## src/rtl/soa_pkg.sv

```systemverilog
// Shared types and codes for the shadowed output allocator.
package soa_pkg;

  localparam logic [2:0] FUNC_SET      = 3'd0;
  localparam logic [2:0] FUNC_ASSERT   = 3'd1;
  localparam logic [2:0] FUNC_TOGGLE   = 3'd2;
  localparam logic [2:0] FUNC_ALLOCATE = 3'd3;
  localparam logic [2:0] FUNC_NEXT     = 3'd4;
  localparam logic [2:0] FUNC_REINIT   = 3'd5;

  localparam logic CFG_HAS_PLATFORM   = 1'b0;
  localparam logic CFG_SHADOW_DEFAULT = 1'b1;

  typedef struct packed {
    logic latch;
    logic decode;
    logic shd;
    logic nxt;
    logic walk;
    logic unl;
    logic fin;
    logic load_out;
  } soa_cmd_t;

  typedef struct packed {
    logic [2:0] func;
    logic       dev_ok;
    logic       alloc_ok;
    logic       nxt_zero;
    logic       nxt_hit;
    logic       steps_max;
  } soa_stat_t;

endpackage

```

## src/rtl/soa_ctrl.sv

```systemverilog
// Controller state machine for the shadowed output allocator.
module soa_ctrl import soa_pkg::*; (
  input  logic      clk,
  input  logic      rst_n,
  input  logic      in_tvalid,
  output logic      in_tready,
  output logic      out_tvalid,
  input  logic      out_tready,
  input  soa_stat_t stat,
  output soa_cmd_t  cmd
);

  localparam logic [2:0] S_IDLE = 3'd0;
  localparam logic [2:0] S_DEC  = 3'd1;
  localparam logic [2:0] S_SHD  = 3'd2;
  localparam logic [2:0] S_NXT  = 3'd3;
  localparam logic [2:0] S_WALK = 3'd4;
  localparam logic [2:0] S_UNL  = 3'd5;
  localparam logic [2:0] S_FIN  = 3'd6;
  localparam logic [2:0] S_OUT  = 3'd7;

  logic [2:0] state_r, state_nxt;
  logic       out_valid_r, out_valid_nxt;
  logic       out_free;

  assign in_tready  = (state_r == S_IDLE);
  assign out_tvalid = out_valid_r;
  assign out_free   = !out_valid_r || out_tready;

  always_comb begin
    cmd           = '0;
    state_nxt     = state_r;
    out_valid_nxt = out_valid_r && !out_tready;
    unique case (state_r)
      S_IDLE: begin
        if (in_tvalid) begin
          cmd.latch = 1'b1;
          state_nxt = S_DEC;
        end
      end
      S_DEC: begin
        cmd.decode = 1'b1;
        if (stat.func == FUNC_SET || stat.func == FUNC_ASSERT ||
            stat.func == FUNC_TOGGLE) begin
          state_nxt = stat.dev_ok ? S_SHD : S_OUT;
        end else if (stat.func == FUNC_NEXT) begin
          state_nxt = stat.dev_ok ? S_NXT : S_OUT;
        end else if (stat.func == FUNC_ALLOCATE) begin
          state_nxt = stat.alloc_ok ? S_WALK : S_OUT;
        end else begin
          state_nxt = S_OUT;
        end
      end
      S_SHD: begin
        cmd.shd   = 1'b1;
        state_nxt = S_OUT;
      end
      S_NXT: begin
        cmd.nxt   = 1'b1;
        state_nxt = S_OUT;
      end
      S_WALK: begin
        cmd.walk = 1'b1;
        priority if (stat.nxt_zero) begin
          state_nxt = S_OUT;
        end else if (stat.nxt_hit) begin
          state_nxt = S_UNL;
        end else if (stat.steps_max) begin
          state_nxt = S_OUT;
        end
      end
      S_UNL: begin
        cmd.unl   = 1'b1;
        state_nxt = S_FIN;
      end
      S_FIN: begin
        cmd.fin   = 1'b1;
        state_nxt = S_OUT;
      end
      S_OUT: begin
        if (out_free) begin
          cmd.load_out  = 1'b1;
          out_valid_nxt = 1'b1;
          state_nxt     = S_IDLE;
        end
      end
      default: state_nxt = S_IDLE;
    endcase
  end

  always_ff @(posedge clk) begin
    if (!rst_n) begin
      state_r     <= S_IDLE;
      out_valid_r <= 1'b0;
    end else begin
      state_r     <= state_nxt;
      out_valid_r <= out_valid_nxt;
    end
  end

endmodule

```

## src/rtl/soa_dp.sv

```systemverilog
// Datapath of the shadowed output allocator: item registers, tables and results.
module soa_dp import soa_pkg::*; #(
  parameter int NUM_OUTPUTS = 16
) (
  input  logic        clk,
  input  logic        rst_n,
  input  logic [23:0] in_tdata,
  input  logic [2:0]  in_tuser,
  output logic [31:0] out_tdata,
  input  logic        cfg_we,
  input  logic        cfg_index,
  input  logic [7:0]  cfg_wdata,
  input  soa_cmd_t    cmd,
  output soa_stat_t   stat
);

  localparam int IW = $clog2(NUM_OUTPUTS);
  localparam int SW = $clog2(NUM_OUTPUTS + 1);
  localparam logic [7:0]  N8   = 8'(NUM_OUTPUTS);
  localparam logic [IW:0] NW   = (IW + 1)'(NUM_OUTPUTS);
  localparam logic [SW-1:0] NS = SW'(NUM_OUTPUTS);

  logic [2:0]  func_r;
  logic [7:0]  dev_r, val_r, tail_r;
  logic [IW-1:0] cur_r;
  logic [SW-1:0] steps_r;
  logic        plat_r, plat_nxt;
  logic [7:0]  sdef_r, sdef_nxt;
  logic [7:0]  dflt_r;

  logic [7:0]    shd_mem [NUM_OUTPUTS];
  logic [IW-1:0] lnk_mem [NUM_OUTPUTS];
  logic [NUM_OUTPUTS-1:0] svld_r, lvld_r;

  logic [7:0]    srd_r;
  logic          srv_r;
  logic [IW-1:0] lrd_r, lra_r;
  logic          lrv_r;

  logic        rdv_r, rok_r;
  logic [7:0]  rdd_r, rdval_r, rnx_r;
  logic [31:0] out_tdata_r;

  logic [IW-1:0] dev_idx, lnk_eff, lnk_dflt, l_ra, lw_addr, lw_data;
  logic [IW:0]   lra_inc;
  logic [7:0]    shd_eff, w_val, sw_data;
  logic          sw_en, lw_en;

  assign dev_idx  = dev_r[IW-1:0];
  assign lra_inc  = (IW + 1)'({1'b0, lra_r}) + (IW + 1)'(1);
  assign lnk_dflt = (lra_inc == NW) ? '0 : lra_inc[IW-1:0];
  assign lnk_eff  = lrv_r ? lrd_r : lnk_dflt;
  assign shd_eff  = srv_r ? srd_r : dflt_r;

  assign stat.func      = func_r;
  assign stat.dev_ok    = (dev_r < N8);
  assign stat.alloc_ok  = (dev_r != 8'd0) && (dev_r < N8) && (tail_r < N8);
  assign stat.nxt_zero  = (lnk_eff == '0);
  assign stat.nxt_hit   = (lnk_eff == dev_idx);
  assign stat.steps_max = (steps_r >= NS);

  always_comb begin
    unique case (func_r)
      FUNC_SET:    w_val = val_r;
      FUNC_ASSERT: w_val = shd_eff;
      default:     w_val = (shd_eff != 8'd0) ? 8'd0 : 8'd1;
    endcase
  end

  always_comb begin
    l_ra = dev_idx;
    if (cmd.decode && func_r == FUNC_ALLOCATE) begin
      l_ra = '0;
    end else if (cmd.walk && !stat.nxt_hit) begin
      l_ra = lnk_eff;
    end
  end

  assign sw_en   = cmd.shd || cmd.fin;
  assign sw_data = cmd.fin ? val_r : w_val;
  assign lw_en   = cmd.unl || cmd.fin;
  assign lw_addr = cmd.unl ? cur_r : dev_idx;
  assign lw_data = cmd.unl ? lnk_eff : tail_r[IW-1:0];

  always_comb begin
    plat_nxt = plat_r;
    sdef_nxt = sdef_r;
    if (cfg_we) begin
      unique case (cfg_index)
        CFG_HAS_PLATFORM:   plat_nxt = cfg_wdata[0];
        CFG_SHADOW_DEFAULT: sdef_nxt = cfg_wdata;
        default:            plat_nxt = plat_r;
      endcase
    end
  end

  always_ff @(posedge clk) begin
    if (!rst_n) begin
      plat_r <= 1'b1;
      sdef_r <= 8'd0;
      dflt_r <= 8'd0;
      svld_r <= '0;
      lvld_r <= '0;
    end else begin
      plat_r <= plat_nxt;
      sdef_r <= sdef_nxt;
      if (cmd.decode && func_r == FUNC_REINIT) begin
        dflt_r <= sdef_r;
        svld_r <= '0;
        lvld_r <= '0;
      end else begin
        if (sw_en) svld_r[dev_idx] <= 1'b1;
        if (lw_en) lvld_r[lw_addr] <= 1'b1;
      end
    end
  end

  always_ff @(posedge clk) begin
    if (sw_en) shd_mem[dev_idx] <= sw_data;
    if (lw_en) lnk_mem[lw_addr] <= lw_data;
    srd_r <= shd_mem[dev_idx];
    srv_r <= svld_r[dev_idx];
    lrd_r <= lnk_mem[l_ra];
    lrv_r <= lvld_r[l_ra];
    lra_r <= l_ra;
  end

  always_ff @(posedge clk) begin
    if (cmd.latch) begin
      func_r <= in_tuser;
      dev_r  <= in_tdata[7:0];
      val_r  <= in_tdata[15:8];
      tail_r <= in_tdata[23:16];
    end
    if (cmd.decode) begin
      cur_r   <= '0;
      steps_r <= '0;
      rdv_r   <= 1'b0;
      rdd_r   <= 8'd0;
      rdval_r <= 8'd0;
      rnx_r   <= 8'd0;
      rok_r   <= (func_r == FUNC_REINIT);
    end
    if (cmd.walk && !stat.nxt_zero && !stat.nxt_hit && !stat.steps_max) begin
      cur_r   <= lnk_eff;
      steps_r <= steps_r + SW'(1);
    end
    if (cmd.shd) begin
      rdv_r   <= plat_r;
      rdd_r   <= plat_r ? dev_r : 8'd0;
      rdval_r <= plat_r ? w_val : 8'd0;
      rok_r   <= 1'b1;
    end
    if (cmd.nxt) begin
      rnx_r <= 8'(lnk_eff);
      rok_r <= 1'b1;
    end
    if (cmd.fin) begin
      rok_r <= 1'b1;
    end
    if (cmd.load_out) begin
      out_tdata_r <= {6'd0, rnx_r, rok_r, rdval_r, rdd_r, rdv_r};
    end
  end

  assign out_tdata = out_tdata_r;

endmodule

```

## src/rtl/shadowed_output_allocator.sv

```systemverilog
// In-range set, assert and toggle pass decode, shadow and output states; in-range next
// passes decode, next and output; reinit, unknown codes and items rejected at decode go
// straight to output. Allocate walks the free list (at most NUM_OUTPUTS links stepped
// over; the link table gives one read per cycle), then on success unlinks and finishes.
// One item is in work at a time; the next is accepted only after the result is loaded.
// Reset and reinit clear the table valid bits, so entries read as initial values.
module shadowed_output_allocator import soa_pkg::*; #(
  parameter int NUM_OUTPUTS = 16
) (
  input  logic        clk,
  input  logic        rst_n,
  input  logic        in_tvalid,
  output logic        in_tready,
  input  logic [23:0] in_tdata,   // device[7:0], value[15:8], tail[23:16]
  input  logic [2:0]  in_tuser,   // func[2:0]
  output logic        out_tvalid,
  input  logic        out_tready,
  output logic [31:0] out_tdata,  // drive_valid[0], drive_device[8:1], drive_value[16:9],
                                  // ok[17], link_out[25:18], zero fill[31:26]
  input  logic        cfg_we,
  input  logic        cfg_index,
  input  logic [7:0]  cfg_wdata
);

  soa_cmd_t  cmd;
  soa_stat_t stat;

  soa_ctrl u_ctrl (
    .clk        (clk),
    .rst_n      (rst_n),
    .in_tvalid  (in_tvalid),
    .in_tready  (in_tready),
    .out_tvalid (out_tvalid),
    .out_tready (out_tready),
    .stat       (stat),
    .cmd        (cmd)
  );

  soa_dp #(
    .NUM_OUTPUTS (NUM_OUTPUTS)
  ) u_dp (
    .clk       (clk),
    .rst_n     (rst_n),
    .in_tdata  (in_tdata),
    .in_tuser  (in_tuser),
    .out_tdata (out_tdata),
    .cfg_we    (cfg_we),
    .cfg_index (cfg_index),
    .cfg_wdata (cfg_wdata),
    .cmd       (cmd),
    .stat      (stat)
  );

endmodule

```

## config.mk

```make
export PLATFORM = sky130hd
export DESIGN_NAME = shadowed_output_allocator
export DESIGN_NICKNAME = d
export VERILOG_FILES = /design/src/rtl/soa_pkg.sv /design/src/rtl/soa_ctrl.sv /design/src/rtl/soa_dp.sv /design/src/rtl/shadowed_output_allocator.sv
export SDC_FILE = /design/constraint.sdc
export NUM_CORES = 1
export LEC_CHECK = 0
export BUFFER_PORTS_ARGS = -buffer_cell sky130_fd_sc_hd__buf_2
export CORE_ASPECT_RATIO = 1.5
export CORE_MARGIN = 5
export CORE_UTILIZATION = 55
export CTS_BUF_LIST = sky130_fd_sc_hd__clkbuf_16
export CTS_CLUSTER_DIAMETER = 40
export DETAILED_ROUTE_END_ITERATION = 6
export PLACE_DENSITY = 0.76
export SETUP_SLACK_MARGIN = 0.2
export SLEW_MARGIN = 5
export SYNTH_ARGS = -nofsm -noshare
export SYNTH_HDL_FRONTEND = slang
export SYNTH_SLANG_ARGS = --single-unit
```

## constraint.sdc

```tcl
create_clock -name clk -period 2.7 [get_ports clk]
set_input_delay 0.135 -clock clk [delete_from_list [all_inputs] [get_ports clk]]
set_output_delay 0.135 -clock clk [all_outputs]
set_load 0.02 [all_outputs]
```

==> results of run 1 <==
-- cell type report --
class                           instances  area share (%)
Sequential cell                       343            59.8
Multi-Input combinational cell        484            22.5
Timing Repair Buffer                  168            7.74
Clock buffer                           36            5.63
Tap cell                              324            2.53
Clock inverter                         28            1.48
Inverter                               10           0.242
Antenna cell                            1          0.0156
-- cell families (layout without fill, tap and decap cells) --
group	count (synthesis)	after routing	share of synthesized area [%]
muxes	77	77	9.96
other	1	11	0.0279
adders and majority gates	4	4	0.354
buffers and inverters	68	242	2.31
and+or+nand+nor	260	260	9.01
DFF	343	343	71.2
AOI/OAI and AO/OA	125	125	6.58
xor gates and xnor gates	8	8	0.521
-- report_power, final --
group          internal (mW)  total (mW)  switching [mW]  leakage, nW
Sequential              6.61        6.97           0.365         3.05
Clock                   2.75        4.72            1.97        0.589
Combinational           1.30        3.40            2.10         1.96
-- through the flow --
step	power [mW]	cell area, sq um
4_1_cts	15.1	16000
3_3_place_gp	10.3	14400
6_report	15.1	16000
3_5_place_dp	10.4	14400
2_1_floorplan	9.23	13500
5_1_grt	15.8	16000
-- how the worst max path moves through the flow --
stage | from | cells after the start | slack [ns] | to
2_1_floorplan | u_dp.lra_r[0]$_DFF_P_ | 8 | 0.33 | u_dp.cur_r[0]$_SDFFCE_PN0P_
3_3_place_gp | u_dp.lra_r[0]$_DFF_P_ | 9 | 0.35 | u_dp.lrd_r[1]$_DFF_P_
3_5_place_dp | u_dp.lra_r[0]$_DFF_P_ | 9 | 0.30 | u_dp.lrd_r[1]$_DFF_P_
4_1_cts | u_dp.lra_r[0]$_DFF_P_ | 9 | 0.28 | u_dp.lrd_r[1]$_DFF_P_
5_1_grt | u_dp.func_r[1]$_DFFE_PP_ | 8 | 0.21 | u_dp.lrd_r[0]$_DFF_P_
6_report | u_dp.dev_r[3]$_DFFE_PP_ | 6 | 0.34 | u_dp.steps_r[1]$_SDFFCE_PN0P_
-- cells in the final DEF, fill, tap and decap left out, types with 4 or more instances in the layout --
cell type / Yosys / final
clkinv_2: 1 / 5
a21oi_1: 16 / 16
mux4_2: 45 / 45
nor2_1: 74 / 74
and2_1: 12 / 12
clkbuf_16: 0 / 36
nor2b_1: 14 / 12
o21a_1: 32 / 32
or2_2: 4 / 4
dfxtp_1: 72 / 72
nand4_1: 5 / 5
a211oi_1: 12 / 12
mux2_2: 4 / 4
a31oi_1: 10 / 10
buf_2: 4 / 64
nand2b_1: 7 / 7
inv_6: 0 / 6
nand3_1: 34 / 34
a41o_1: 5 / 5
inv_1: 9 / 17
and3_1: 5 / 5
edfxtp_1: 271 / 271
xnor2_1: 5 / 5
a21boi_0: 9 / 9
a32o_1: 5 / 5
mux2i_1: 28 / 28
conb_1: 1 / 10
nand2_1: 87 / 87
o21ai_0: 18 / 17
dlygate4sd3_1: 0 / 45
buf_4: 11 / 57
-- worst register-to-register path, stage by stage, from the launching register on --
cell and delay [ns]:
edfxtp_1 0.59, inv_1 0.20, nand2_1 0.09, o31ai_1 0.34, o41ai_2 0.12, or3_1 0.40, o21ai_2 0.23
-- timing repair --
action / in CTS / in global routing
hold buffers: 45 / 0
endpoints found under the setup margin: 0 / 5
hold endpoints to repair: 36 / 0
gates resized for setup: 0 / 1
-- layer usage --
metal | routed length (microns) | global-route usage [%] | vias to the layer above | share of wire [%]
li1 | - | - | 3650 | -
met1 | 10900 | 26.6 | 4012 | 37
met2 | 15900 | 39.2 | 313 | 54
met3 | 1790 | 4.20 | 89 | 6.0
met4 | 1050 | 8.24 | 2 | 3.5
met5 | 13 | 0 | - | 0.044
-- sequential cells by signal, indices dropped and copies added (netlist names), 3 cells and up --
name and cells:
u_dp.lra_r 4, u_dp.srd_r 8, u_dp.shd_mem 128, u_dp.rnx_r 4, u_dp.dev_r 8, u_dp.sdef_r 8, u_dp.lvld_r 16, u_ctrl.state_r 3
u_dp.steps_r 5, u_dp.svld_r 16, u_dp.rdval_r 8, u_dp.tail_r 8, u_dp.rdd_r 8, u_dp.cur_r 4, u_dp.func_r 3, u_dp.lrd_r 4
u_dp.val_r 8, u_dp.dflt_r 8, u_dp.out_tdata 22, u_dp.lnk_mem 64
==> flow_metrics.env, run 1 <==
export IMPL_nets=1086
export IMPL_h_tree_depth=2
export IMPL_grt_pass1_wl_microns=46500
export IMPL_avgSynthCellArea_sq_um=15.2
export IMPL_multi_input_area_sq_mm=0.00361
export IMPL_portBuffers=64
export IMPL_drv_slew=0
export IMPL_hold_end="u_ctrl.state_r[2]$_SDFFE_PN0P_"
export IMPL_dieHeight_microns=201
export IMPL_path_clk_slew_ns=0.07
export IMPL_pre_cts_slack_ns=0.296
export IMPL_path_cells="inv_1 > nand2_1 > o31ai_1 > o41ai_2 > or3_1 > o21ai_2"
export IMPL_ys_seq_area_share_pct=71.2
export IMPL_finalCritPeriodShare_pct=87.5
export IMPL_skew_ns=0.0268
export IMPL_start_util_pct=55.4
export IMPL_antenna_found_initial=2
export IMPL_setup_ws_ns=0.338
export IMPL_crit_family="compound AO/OA/AOI/OAI gates"
export IMPL_synth_edff_count=271
export IMPL_rrSetupSlack_ns=0.34
export IMPL_timing_rr_start="u_dp.dev_r[3]$_DFFE_PP_"
export IMPL_ant_nets=0
export IMPL_vias_per_cell=5.79
export IMPL_min_path_cells=3
export IMPL_synth_area_leaders="edfxtp_1 61%, dfxtp_1 11%, mux4_2 7.5%"
export IMPL_syn2layout_area_growth_pct=19.1
export IMPL_postCtsSetupBuffers=0
export IMPL_end_kind="register"
export IMPL_fp_coreArea_sq_mm=0.0243
export IMPL_ys_warn_count=0
export IMPL_holdWs_ns=0.0160
export IMPL_cp_arrival_ns=2.51
export IMPL_synth_top_area_share_pct=60.5
export IMPL_ys_ff_latch=343
export IMPL_drc=0
export IMPL_finalHoldViolations=0
export IMPL_grt_max_degree=42
export IMPL_p_leak_nw=5.60
export IMPL_row_count=70
export IMPL_syn_area_sq_mm=0.0134
export IMPL_hp_start="in_tvalid"
export IMPL_outcome="finished, final reports clean"
export IMPL_cts_num_sinks=343
export IMPL_place_hpwl_microns=19500
export IMPL_p_per_area_mw_per_mm2=943
export IMPL_vias=8066
export IMPL_placedCellCount=1284
export IMPL_synth_cell_types=58
export IMPL_synth_top_area_cell="edfxtp_1"
export IMPL_gr_total_overflow=0
export IMPL_synth_most_common_cell="edfxtp_1"
export IMPL_worstPathRequired_ns=2.84
export IMPL_cts_buffer_depth=3
export IMPL_stdcell_count=1394
export IMPL_fin_tns_setup_ns=0
export IMPL_ys_flop_type="edfxtp_1"
export IMPL_synth_commonest_cells="271 x edfxtp_1, 87 x nand2_1, 74 x nor2_1, 72 x dfxtp_1, 45 x mux4_2"
export IMPL_crit_fanout=9
export IMPL_min_period_ns=2.36
export IMPL_relSlewSlack_pct=42.9
export IMPL_drt_iter0_drc=757
export IMPL_cp_num_buf_inv=1
export IMPL_avgRoutedWirePerCell_microns=21.3
export IMPL_clkLatencyLatePin_ns=0.53
export IMPL_postLayoutCoreUtil_pct=66.0
export IMPL_setup_viol=0
export IMPL_maxCapViolations=0
export IMPL_fill_cells=1702
export IMPL_wl_microns=29600
export IMPL_gp_congestion=0.838
export IMPL_rsz0062_at_grt="no"
export IMPL_seq_area_sq_mm=0.00958
export IMPL_ios=75
export IMPL_cts_tree="yes"
export IMPL_timing_fmax_mhz=423
export IMPL_drive_gt1_share_pct=22.5
export IMPL_holdCritPathClass="primary input to register"
export IMPL_first_pass_iters=6
export IMPL_slowest_delay_ns=0.59
export IMPL_path_class="register to register"
export IMPL_worstMarginPinSlew_ns=0.849
export IMPL_dieArea_sq_mm=0.0277
export IMPL_cts_made_buffers=35
export IMPL_grt_pass1_vias=8350
export IMPL_die_x_microns=138
export IMPL_slowest_stage="edfxtp_1"
export IMPL_track_usage_pct=22.2
export IMPL_startpoint_type="register"
export IMPL_ys_async_sr_fraction_pct=0
export IMPL_syn_inst=886
export IMPL_cts_root_buffer="clkbuf_16"
export IMPL_peakVddDrop_v=0.000563
export IMPL_timing_rr_end="u_dp.steps_r[1]$_SDFFCE_PN0P_"
export IMPL_r2r_cells=6
Note: power is estimated with default switching activity, not from simulation.
==> run 2: changes to the inputs <==
--- a/config.mk
+++ b/config.mk
@@ -9,7 +9,7 @@
 export CORE_ASPECT_RATIO = 1.5
 export CORE_MARGIN = 5
 export CORE_UTILIZATION = 55
-export CTS_BUF_LIST = sky130_fd_sc_hd__clkbuf_16
+export CTS_BUF_LIST = sky130_fd_sc_hd__clkbuf_8
 export CTS_CLUSTER_DIAMETER = 40
 export DETAILED_ROUTE_END_ITERATION = 6
 export PLACE_DENSITY = 0.76
==> flow_metrics.env, run 2 (synthesis gave the netlist of run 1 again) <==
export IMPL_outcome="finished, final reports clean"
export IMPL_die_x_microns=138
export IMPL_holdWs_ns=0.259
export IMPL_vias_per_cell=5.64
export IMPL_path_clk_slew_ns=0.07
export IMPL_skew_ns=0.0339
export IMPL_dieHeight_microns=201
export IMPL_drt_iter0_drc=681
export IMPL_setup_viol=0
export IMPL_power_mw=14.5
export IMPL_placedCellCount=1284
export IMPL_postLayoutCoreUtil_pct=66.0
export IMPL_postCtsSetupBuffers=0
export IMPL_stdcell_count=1434
export IMPL_dieArea_sq_mm=0.0277
export IMPL_antenna_found_initial=2
export IMPL_avgRoutedWirePerCell_microns=20.6
export IMPL_vias=8086
export IMPL_timing_rr_end="u_dp.lnk_mem[8][2]$_DFFE_PP_"
export IMPL_largest_reg_flops=128
export IMPL_p_per_area_mw_per_mm2=907
export IMPL_finalCritPeriodShare_pct=87.2
export IMPL_cts_made_buffers=48
export IMPL_layout_common_cells="271 x edfxtp_1, 87 x nand2_1, 74 x nor2_1, 72 x dfxtp_1, 64 x buf_2"
export IMPL_ant_nets=0
export IMPL_timing_rr_start="u_ctrl.state_r[2]$_SDFFE_PN0P_"
export IMPL_holdCritPathClass="primary input to register"
export IMPL_rrSetupSlack_ns=0.35
export IMPL_timing_fmax_mhz=425
export IMPL_gr_total_overflow=0
export IMPL_portBuffers=64
export IMPL_min_period_ns=2.35
export IMPL_fp_coreArea_sq_mm=0.0243
export IMPL_p_leak_nw=5.67
export IMPL_grt_pass1_vias=8406
export IMPL_nets=1112
export IMPL_start_util_pct=55.4
export IMPL_h_tree_depth=2
export IMPL_ios=75
export IMPL_track_usage_pct=22.1
export IMPL_hp_start="in_tdata[22]"
export IMPL_startpoint_type="register"
export IMPL_gp_congestion=0.838
export IMPL_peakVddDrop_v=0.000573
export IMPL_row_count=70
export IMPL_clkLatencyLatePin_ns=0.60
export IMPL_cts_tree="yes"
export IMPL_place_hpwl_microns=19500
export IMPL_r2r_cells=5
export IMPL_drive_gt1_share_pct=23.2
export IMPL_worstMarginPinSlew_ns=0.875
export IMPL_rsz0062_at_grt="no"
export IMPL_drc=0
export IMPL_fin_tns_setup_ns=0
export IMPL_relSlewSlack_pct=41.2
export IMPL_drv_slew=0
export IMPL_hold_end="u_dp.tail_r[6]$_DFFE_PP_"
export IMPL_wl_microns=29500
export IMPL_first_pass_iters=5
export IMPL_maxCapViolations=0
export IMPL_end_kind="register"
export IMPL_finalHoldViolations=0
export IMPL_cts_buffer_depth=3
export IMPL_layout_commonest_cell="edfxtp_1"
export IMPL_syn2layout_area_growth_pct=19.2
export IMPL_regMostFlops="u_dp.shd_mem"
export IMPL_path_class="register to register"
export IMPL_cp_arrival_ns=2.58
export IMPL_cts_num_sinks=343
export IMPL_cts_root_buffer="clkbuf_8"
export IMPL_grt_pass1_wl_microns=46300
export IMPL_crit_fanout=9
export IMPL_worstPathRequired_ns=2.92
export IMPL_grt_max_degree=42
export IMPL_min_path_cells=2
==> run 2: where the power goes <==
part,leakage [nW],internal [mW],switching (mW),total (mW)
registers,3.05,6.61,0.359,6.97
logic,2.03,1.31,2.08,3.40
clock network,0.581,2.27,1.89,4.16
==> run 2: worst max-delay path by stage <==
stage | endpoint | cells past startpoint | start
3_3_place_gp | u_dp.lrd_r[1]$_DFF_P_ | 9 | u_dp.lra_r[0]$_DFF_P_
2_1_floorplan | u_dp.cur_r[0]$_SDFFCE_PN0P_ | 8 | u_dp.lra_r[0]$_DFF_P_
5_1_grt | u_dp.lnk_mem[0][2]$_DFFE_PP_ | 5 | u_ctrl.state_r[2]$_SDFFE_PN0P_
3_5_place_dp | u_dp.lrd_r[1]$_DFF_P_ | 9 | u_dp.lra_r[0]$_DFF_P_
6_report | u_dp.lnk_mem[8][2]$_DFFE_PP_ | 5 | u_ctrl.state_r[2]$_SDFFE_PN0P_
4_1_cts | u_dp.lrd_r[1]$_DFF_P_ | 9 | u_dp.lra_r[0]$_DFF_P_
==> run 2: worst max-delay path, cell delays in order, from the launching register on <==
cell      delay (ns)
dfxtp_1         0.50
nand2_1         0.16
nor2_1          0.21
mux2i_1         0.32
o211ai_1        0.32
nor2_1          0.46
==> run 2: through the flow <==
stage               cell area (sq um)  worst slack, ns
floorplan                       13500            0.327
finish                          16000            0.347
detailed placement              14400            0.296
CTS                             16000            0.289
global placement                14400            0.352
global route                    16000            0.204
==> run 2: final cells by class <==
class / instances / area (sq um)
clock buffers: 55 / 757
diodes: 2 / 5.00
well taps: 324 / 405
repair buffers: 181 / 1370
fillers: 1718 / 8240
multi-input cells: 484 / 3610
inverters: 10 / 38.8
flip-flops and latches: 343 / 9580
clock inverters: 35 / 262
==> run 2: what timing repair did <==
action / 4_1_cts / 5_1_grt
endpoints found under the setup margin: 0 / 5
hold endpoints to repair: 48 / 0
hold buffers: 58 / 0
resized for setup: 0 / 1
==> run 2: layer usage <==
metal  wire [microns]  track usage (%)  vias up
met5                0                0        -
met4              821             7.67        0
met3             1720             3.90       73
met2            16100             39.3      281
met1            10900             26.7     4022
li1                 -                -     3710
==> run 3: changes to the inputs <==
--- a/config.mk
+++ b/config.mk
@@ -7,7 +7,6 @@
 export LEC_CHECK = 0
 export BUFFER_PORTS_ARGS = -buffer_cell sky130_fd_sc_hd__buf_2
 export CORE_ASPECT_RATIO = 1.5
-export CORE_MARGIN = 5
 export CORE_UTILIZATION = 55
 export CTS_BUF_LIST = sky130_fd_sc_hd__clkbuf_8
 export CTS_CLUSTER_DIAMETER = 40
==> flow_metrics.env, run 3 (synthesis gave the netlist of run 1 again) <==
export IMPL_rsz0062_at_grt="no"
export IMPL_holdCritPathClass="primary input to register"
export IMPL_p_seq_share_pct=47.7
export IMPL_cts_buffer_depth=3
export IMPL_nets=1118
export IMPL_cts_root_buffer="clkbuf_8"
export IMPL_gr_total_overflow=0
export IMPL_dieHeight_microns=193
export IMPL_die_x_microns=130
export IMPL_power_frac_comb_pct=23.7
export IMPL_clkLatencyLatePin_ns=0.60
export IMPL_postLayoutCoreUtil_pct=67.5
export IMPL_relSlewSlack_pct=40.4
export IMPL_end_kind="register"
export IMPL_drive_gt1_share_pct=24.1
export IMPL_grt_pass1_vias=8335
export IMPL_p_int_mw=10.2
export IMPL_setup_viol=0
export IMPL_netSwitchingPower_mw=4.41
export IMPL_grt_pass1_wl_microns=44600
export IMPL_worstPathRequired_ns=3.16
export IMPL_holdWs_ns=0.243
export IMPL_wl_microns=28700
export IMPL_skew_ns=0.0333
export IMPL_antenna_found_initial=0
export IMPL_p_leak_nw=5.70
export IMPL_drv_slew=0
export IMPL_worstMarginPinSlew_ns=0.886
export IMPL_final_area_sq_mm=0.0161
export IMPL_track_usage_pct=23.8
export IMPL_antenna_cells=0
export IMPL_fin_tns_setup_ns=0
export IMPL_gp_congestion=0.840
export IMPL_vias=8057
export IMPL_stdcell_count=1435
export IMPL_place_hpwl_microns=18600
export IMPL_largest_reg_flops=128
export IMPL_placed_cell_area_sq_mm=0.0144
export IMPL_peakVddDrop_v=0.000460
export IMPL_grt_max_degree=35
export IMPL_h_tree_depth=2
export IMPL_cp_arrival_ns=2.92
export IMPL_ant_nets=0
export IMPL_regMostFlops="u_dp.shd_mem"
export IMPL_finalHoldViolations=0
export IMPL_finalCritPeriodShare_pct=90.8
export IMPL_pre_cts_slack_ns=0.218
export IMPL_path_class="register to register"
export IMPL_vias_per_cell=5.61
export IMPL_layout_common_cells="271 x edfxtp_1, 87 x nand2_1, 73 x nor2_1, 72 x dfxtp_1, 65 x buf_2"
export IMPL_portBuffers=64
export IMPL_start_util_pct=56.4
export IMPL_drc=0
export IMPL_power_mw=14.6
export IMPL_outcome="finished, final reports clean"
export IMPL_placedCellCount=1275
export IMPL_path_clk_slew_ns=0.07
export IMPL_avgRoutedWirePerCell_microns=20.0
export IMPL_dieArea_sq_mm=0.0251
export IMPL_drt_iter0_drc=643
export IMPL_first_pass_iters=5
export IMPL_fp_coreArea_sq_mm=0.0238
export IMPL_crit_fanout=5
export IMPL_startpoint_type="register"
export IMPL_clkPwrFrac_pct=28.5
export IMPL_syn2layout_area_growth_pct=19.5
export IMPL_timing_fmax_mhz=408
export IMPL_p_per_area_mw_per_mm2=908
export IMPL_p_sw_share_pct=30.2
export IMPL_setup_ws_ns=0.248
export IMPL_cts_tree="yes"
export IMPL_min_period_ns=2.45
export IMPL_maxCapViolations=0
export IMPL_cts_made_buffers=50
export IMPL_row_count=69
export IMPL_cts_num_sinks=343
export IMPL_ios=75
export IMPL_layout_commonest_cell="edfxtp_1"
[run 3: cell types whose count changed in the layout (fill, tap and decap cells not counted), sizes merged]
cell	before	now
bufinv	4	1
diode	2	0
buf	123	127
clkinv	15	11
clkinvlp	0	3
clkbuf	55	63
[run 3: layout make-up]
cell class | count | area (sq um)
fillers | 1620 | 7750
clock inverters | 31 | 176
flip-flops and latches | 343 | 9580
multi-input cells | 484 | 3620
well taps | 319 | 399
clock buffers | 63 | 867
inverters | 10 | 40.0
repair buffers | 185 | 1390
[run 3: final timing paths]
path	start	endpoint	slack [ns]	cells after the start
setup / recovery	u_dp.lra_r[0]$_DFF_P_	u_dp.lrv_r$_DFF_P_	0.25	9
hold / removal	in_tdata[9]	u_dp.val_r[1]$_DFFE_PP_	0.24	2
setup reg to reg	u_dp.lra_r[0]$_DFF_P_	u_dp.lrv_r$_DFF_P_	0.25	9
hold reg to reg	u_dp.rdd_r[6]$_SDFFCE_PN0P_	u_dp.out_tdata[7]$_DFFE_PP_	0.41	0
[run 3: power by group through the flow]
stage | logic, mW | clock network [mW] | registers, mW
2_1_floorplan | 2.30 | 0 | 6.93
3_3_place_gp | 3.19 | 0 | 7.04
3_5_place_dp | 3.24 | 0 | 7.06
4_1_cts | 3.33 | 4.26 | 6.96
5_1_grt | 3.78 | 4.49 | 7.01
6_report | 3.47 | 4.17 | 6.97
[run 3: per-layer routing]
| metal | global-route usage [%] | share of wire (%) | up-vias |
|---|---|---|---|
| met4 | 12.3 | 3.9 | 0 |
| met5 | 0 | 0 | - |
| met1 | 28.2 | 38 | 3961 |
| met3 | 4.67 | 5.6 | 81 |
| met2 | 40.8 | 53 | 295 |
| li1 | - | - | 3720 |
[run 3: critical path: stages, from the launching register on]
cell and delay [ns]:
dfxtp_1 0.33, ha_1 0.29, mux2_4 0.31, xnor2_2 0.14
o31ai_2 0.10, o41ai_2 0.30, mux2i_1 0.37, buf_4 0.21
a211oi_1 0.05, a41o_1 0.23
[run 3: timing repair]
action	CTS	global route
endpoints found under the hold margin	48	0
gates resized for setup	0	7
hold buffers	58	0
setup buffers	0	7
endpoints found under the setup margin	0	5
